### config.mk
export PLATFORM = sky130hd
export DESIGN_NAME = gha_ctrl
export DESIGN_NICKNAME = d
export VERILOG_FILES = /design/src/rtl/gha_pkg.sv /design/src/rtl/gha_ctrl.sv
export SDC_FILE = /design/constraint.sdc
export NUM_CORES = 1
export LEC_CHECK = 0
export BUFFER_PORTS_ARGS = -buffer_cell sky130_fd_sc_hd__buf_2
export CORE_MARGIN = 4
export CORE_UTILIZATION = 49
export DETAILED_ROUTE_END_ITERATION = 12
export PLACE_DENSITY = 0.82
export REMOVE_ABC_BUFFERS = 1
export SYNTH_ARGS = -nofsm -noshare
export SYNTH_HDL_FRONTEND = slang
export SYNTH_SLANG_ARGS = --single-unit
export TNS_END_PERCENT = 1
### constraint.sdc
create_clock -name clock -period 2.54 [get_ports clock]
set_input_delay 0.127 -clock clock [delete_from_list [all_inputs] [get_ports clock]]
set_output_delay 0.127 -clock clock [all_outputs]
set_load 0.005 [all_outputs]
### src/rtl/gha_pkg.sv
// Shared constants, codes and interface types of the handle allocator.
package gha_pkg;

   localparam int MAX_SLOTS = 1024;
   localparam int SLOT_W    = $clog2(MAX_SLOTS);
   localparam int HEAD_W    = SLOT_W + 1;
   localparam int VER_W     = 16;

   localparam logic OP_ALLOC = 1'b0;
   localparam logic OP_FREE  = 1'b1;

   typedef enum logic [1:0] {
      STATUS_OK       = 2'd0,
      STATUS_FULL     = 2'd1,
      STATUS_BAD_FREE = 2'd2
   } status_type;

   typedef struct packed {
      logic [SLOT_W-1:0] link_addr;
      logic [SLOT_W-1:0] ver_addr;
   } rd_addr_type;

   typedef struct packed {
      logic [HEAD_W-1:0] link;
      logic [VER_W-1:0]  version;
   } rd_data_type;

   typedef struct packed {
      logic              link_we;
      logic [SLOT_W-1:0] link_addr;
      logic [HEAD_W-1:0] link_data;
      logic              ver_we;
      logic [SLOT_W-1:0] ver_addr;
      logic [VER_W-1:0]  ver_data;
   } wr_cmd_type;

endpackage

### src/rtl/gha_ctrl.sv
// Request register, free-list head and fill state, and the result register.
module gha_ctrl (
   input  logic                         clock,
   input  logic                         reset,
   input  logic                         start,
   input  logic                         req_op,
   input  logic [gha_pkg::SLOT_W-1:0]   req_free_index,
   input  gha_pkg::rd_data_type         rd_data,
   output gha_pkg::rd_addr_type         rd_addr,
   output gha_pkg::wr_cmd_type          wr_cmd,
   output logic                         rsp_strobe,
   output logic [gha_pkg::SLOT_W-1:0]   rsp_handle_index,
   output logic [gha_pkg::VER_W-1:0]    rsp_handle_version,
   output logic [1:0]                   rsp_status
);
   import gha_pkg::*;

   logic              stage_valid_ff;
   logic              stage_op_ff;
   logic [SLOT_W-1:0] stage_index_ff;
   logic [HEAD_W-1:0] head_ff;
   logic [HEAD_W-1:0] head_in;
   logic [HEAD_W-1:0] used_ff;
   logic [HEAD_W-1:0] used_in;

   logic              rsp_strobe_ff;
   logic [SLOT_W-1:0] rsp_index_ff;
   logic [SLOT_W-1:0] rsp_index_in;
   logic [VER_W-1:0]  rsp_version_ff;
   logic [VER_W-1:0]  rsp_version_in;
   status_type        rsp_status_ff;
   status_type        rsp_status_in;

   always_comb begin
      head_in        = head_ff;
      used_in        = used_ff;
      wr_cmd         = '0;
      rsp_index_in   = '0;
      rsp_version_in = '0;
      rsp_status_in  = STATUS_OK;
      if (stage_valid_ff) begin
         if (stage_op_ff == OP_ALLOC) begin
            if (head_ff < HEAD_W'(MAX_SLOTS)) begin
               // Pop the list head; its link and version were read at accept.
               rsp_index_in   = head_ff[SLOT_W-1:0];
               rsp_version_in = rd_data.version;
               head_in        = rd_data.link;
            end else if (used_ff >= HEAD_W'(MAX_SLOTS - 1)) begin
               rsp_status_in = STATUS_FULL;
            end else begin
               wr_cmd.ver_we   = 1'b1;
               wr_cmd.ver_addr = used_ff[SLOT_W-1:0];
               wr_cmd.ver_data = '0;
               used_in         = used_ff + HEAD_W'(1);
               rsp_index_in    = used_ff[SLOT_W-1:0];
            end
         end else begin
            if ({1'b0, stage_index_ff} >= used_ff) begin
               rsp_status_in = STATUS_BAD_FREE;
            end else begin
               wr_cmd.link_we   = 1'b1;
               wr_cmd.link_addr = stage_index_ff;
               wr_cmd.link_data = head_ff;
               wr_cmd.ver_we    = 1'b1;
               wr_cmd.ver_addr  = stage_index_ff;
               wr_cmd.ver_data  = rd_data.version + VER_W'(1);
               head_in          = {1'b0, stage_index_ff};
            end
         end
      end
   end

   // Reads are addressed with the head as it stands after the item now in
   // the stage, so the next item sees the list it leaves behind.
   assign rd_addr.link_addr = head_in[SLOT_W-1:0];
   assign rd_addr.ver_addr  = (req_op == OP_FREE) ? req_free_index : head_in[SLOT_W-1:0];

   always_ff @(posedge clock) begin
      if (reset) begin
         stage_valid_ff <= 1'b0;
         head_ff        <= HEAD_W'(MAX_SLOTS);
         used_ff        <= '0;
         rsp_strobe_ff  <= 1'b0;
      end else begin
         stage_valid_ff <= start;
         head_ff        <= head_in;
         used_ff        <= used_in;
         rsp_strobe_ff  <= stage_valid_ff;
      end
   end

   always_ff @(posedge clock) begin
      if (start) begin
         stage_op_ff    <= req_op;
         stage_index_ff <= req_free_index;
      end
      rsp_index_ff   <= rsp_index_in;
      rsp_version_ff <= rsp_version_in;
      rsp_status_ff  <= rsp_status_in;
   end

   assign rsp_strobe         = rsp_strobe_ff;
   assign rsp_handle_index   = rsp_index_ff;
   assign rsp_handle_version = rsp_version_ff;
   assign rsp_status         = rsp_status_ff;

endmodule

**Word-level counts from Yosys, hierarchy flattened**

Cells that the tools add are included.
W data, S select, Z words.

- $add $sub $neg: 2
- Bitwise logic cells: 4
- Order comparisons: 3
- Reduce and logical (&&, ||, !) cells: 5
- Multiplexer cells: 17
- Equal/unequal tests: 1

Operator list:

| operator | number |
|---|---|
| $mux W49 | 2 |
| $mux W27 | 3 |
| $mux W10 | 4 |
| $mux W11 | 3 |
| $mux W22 | 1 |
| $add A16 B1 Y16 const B | 1 |
| $add A11 B1 Y11 const B | 1 |
| $ge A10 B11 Y1 | 1 |
| $ge A11 B10 Y1 const B | 1 |
| $lt A11 B11 Y1 const B | 1 |
| $mux W2 | 2 |
| $not A1 Y1 | 4 |
| $reduce_and A4 Y1 | 1 |
| $reduce_and A3 Y1 | 1 |
| $reduce_or A3 Y1 | 1 |
| $mux W1 | 2 |
| $ne A2 B2 Y1 const B | 1 |
| $reduce_bool A2 Y1 | 1 |
| $reduce_or A2 Y1 | 1 |

- Register bits: 63
- Output and inout bits: 98

**Logic depth before layout (Yosys ltp)**

- Depth in word-level cells: 5
- Mapped depth: 8
- Gate-level depth less buffers: 8

**Worst setup path before layout**

OpenSTA, ideal clock, no wires.

- Path type: register to output
- From: register used_ff[6]
- To: output rd_addr[0] in the netlist's numbering
- Slack: 0.491 ns
- Data required time: 2.413 ns
- Cell stages (with the launch flop): 9
- Arrival time: 1.922 ns
- Path through: dfxtp_1 inv_1 ha_1 and2_2 a221oi_4 o21a_4 buf_12 o211ai_4 a31oi_1

RTL lines:

| what | line | text |
|---|---|---|
| start: declaration | gha_ctrl.sv:23 | `logic [HEAD_W-1:0] used_ff;` |
| start signal: assignment | gha_ctrl.sv:87 | `used_ff <= used_in;` |
| end: declaration | gha_ctrl.sv:9 | `output gha_pkg::rd_addr_type rd_addr,` |

==> metrics <==
Mean Syn Cell Area a little under 9 um2; period utilization 1.05; share of synthesized registers carrying an async set or reset 0; Post-DRT Antenna Nets 0; proportion of layout cells with a drive suffix above 1 0.422; commonest non-fill, non-tap cell in the layout buf_2; Synthesis Warnings 0; Iteration-0 DRC Markers roughly 320; #FFs+latches synth 63; Die Width 92.3 um; DRC violations left 0; worst path required time 2.41 ns; fin nets ~620; latest clock arrival within the worst-skew pair 0.35 ns; Leakage Power approximately 2.4 nW; port bufs 138; # IOs 139; CTS buffer count 9; PD cells 471 nW/um2; Total Die Area 8520 um2; Synth Instances 389; Worst Skew about 0.008 ns; Least-Margin Pin Slew 0.684 ns; final worst slack -0.134 ns; top post-synthesis cells by area dfxtp_1 (30%), edfxtp_1 (9.5%), nor2_1 (5.9%); RD Place Congestion 0.947; Int Pwr between 1.5 and 2 mW; CTS tree built; Sw Ratio 0.289; dpl ws 0.0220 ns; Fin Setup TNS -0.642 ns; Mapped Area approximately 3500 um2; area delta synth->final 44.4%; Clk pwr share 0.353; Initial Util 0.510; Cell variety after synth 50; sequential share of power 0.454; register area share after synthesis 0.394; first-pass GRT wire length 17.7 mm; Core Area ~6800 um2; Post-DP HPWL 7.69 mm; RSZ-0062 raised after global routing yes; EDFF count, synth 11; DR vias around 3,600; # setup viols final 13; final slew viol count 0; status finished with violations; vias in the first global route 3,480; Primary FF master, synth dfxtp_1; initial antenna violation count 0; commonest cells after routing, fill and taps aside buf_2 (138), nor2_1 (50), nand2_1 (49); Setup crit end kind output port; Slew HR 0.543; CP peak stage delay 0.45 ns; fmax 374 MHz; Sw Pwr 684 uW; global route overflow 0; Pre-Repair DR Iteration Count 6; DR vias/cell about 5.4; total number of H-tree levels 3; failing checks negative setup slack; Post-DP Area 4360 um2; Overall Global Routing Usage 0.264; row cnt 30; DIE HEIGHT 92.3 um; worst hold path type input port to register; Max Cap Violations 0; routed wire length 11.5 mm; top cell type's share of synthesized area 0.299; worst path arrival time 2.55 ns; Design Area, Final 5030 um2; worst path cell trace ha_1, and2_4, a221oi_4, buf_6, o21a_4, buf_12, o211ai_4, a31oi_2, buf_2; Crit-path slowest cell edfxtp_1; clock sink count 63; crit-path max FO 6; critical path launch point type register; largest net degree at the start of global routing 26; Longest Clk Path Bufs 2; post-layout util 0.736; logic gate share of total power 0.193; CTS root buf clkbuf_8; min Tclk post-route between 2 and 3 ns; Max VDD drop 0.382 mV; area leader, netlist dfxtp_1; Ant. Diodes 0; WL/cell 17.3 um; clk slew on worst S/H paths around 0.070 ns; Final Hold Viols 0; kind of critical path register to output port
[flip-flops by register name (all words and copies together), names as in the netlist]
register,cells
head_ff,11
rsp_handle_index,10
rsp_handle_version,16
rsp_status,2
rsp_strobe,1
stage_index_ff,10
stage_op_ff,1
stage_valid_ff,1
used_ff,11
[worst max-delay path: cells and delay by family (launching register included)]
kind / cells / cell delay, ns
DFF: 1 / 0.45
AOI/OAI and AO/OA: 4 / 0.76
and+or+nand+nor: 1 / 0.16
buffers and inverters: 3 / 0.48
adders and majority gates: 1 / 0.34
[final cells by class]
cell class                      count  area [um2]
Clock inverter                      3        15.0
Timing Repair Buffer              181        1110
Fill cell                         494        1800
Sequential cell                    63        1380
Tap cell                           96         120
Multi-Input combinational cell    275        2100
Clock buffer                       13         170
Inverter                           36         135
[what timing repair did]
item	4_1_cts	5_1_grt
hold endpoints to repair	10	1
cloned	1	0
pin swaps	10	16
gates resized for setup	30	16
setup endpoints to repair	60	65
hold buffers	10	1
buffers inserted	10	5
[synth_stat cells (3+ instances only)]
cell	number
nand4_1	5
and2_1	18
clkbuf_1	6
a31oi_1	18
nor4_1	5
nand3_1	5
a22o_1	10
buf_2	7
nor2_2	3
xor2_1	7
inv_1	35
ha_1	12
o21ai_1	13
dfxtp_1	52
and3b_1	3
edfxtp_1	11
o211ai_4	9
nand2_1	49
a21oi_1	13
nor2_1	55
xnor2_1	15
[power groups by stage]
stage | Combinational [mW] | Clock (mW) | Sequential [mW]
global route | 0.487 | 0.889 | 1.08
detailed placement | 0.341 | 0 | 1.09
global placement | 0.333 | 0 | 1.09
finish | 0.458 | 0.836 | 1.07
CTS | 0.422 | 0.838 | 1.07
floorplan | 0.182 | 0 | 1.09
[path summary, 6_finish.rpt]
check	startpoint	end	slack, ns	depth (start not counted)
setup / recovery	stage_index_ff[5]$_DFFE_PP_	rd_addr[0]	-0.13	9
hold / removal	rd_data[26]	head_ff[10]$_SDFFE_PP1P_	0.008	3
setup reg to reg	stage_index_ff[5]$_DFFE_PP_	head_ff[9]$_SDFF_PP0_	0.45	8
hold reg to reg	head_ff[9]$_SDFF_PP0_	rsp_handle_index[9]$_SDFF_PP0_	0.52	1
[cell families (layout without fill, tap and decap cells)]
family / count (synthesis) / in the layout / synth area share
flops: 63 / 63 / 0.394
fa+ha+maj: 12 / 12 / 0.0431
compound gates: 81 / 82 / 0.219
buf+inv: 52 / 233 / 0.0665
simple gates: 157 / 157 / 0.217
xor+xnor: 22 / 22 / 0.0554
mux: 2 / 2 / 0.00575
[routing by layer]
metal	wire [um]	up-vias	global-route usage
li1	-	1690	-
met1	4480	1677	0.326
met2	5760	214	0.459
met3	1050	32	0.0550
met4	223	0	0.0866
met5	0	-	0
[per-stage QoR]
stage	hold WS, ns	std cells	power [mW]
after floorplan	0.192	373	1.27
after global placement	0.314	624	1.43
after detailed placement	0.321	624	1.44
after CTS	0.000800	661	2.33
after global routing	0.0102	667	2.45
final	0.00768	667	2.37
Note: power is estimated with default switching activity, not from simulation.
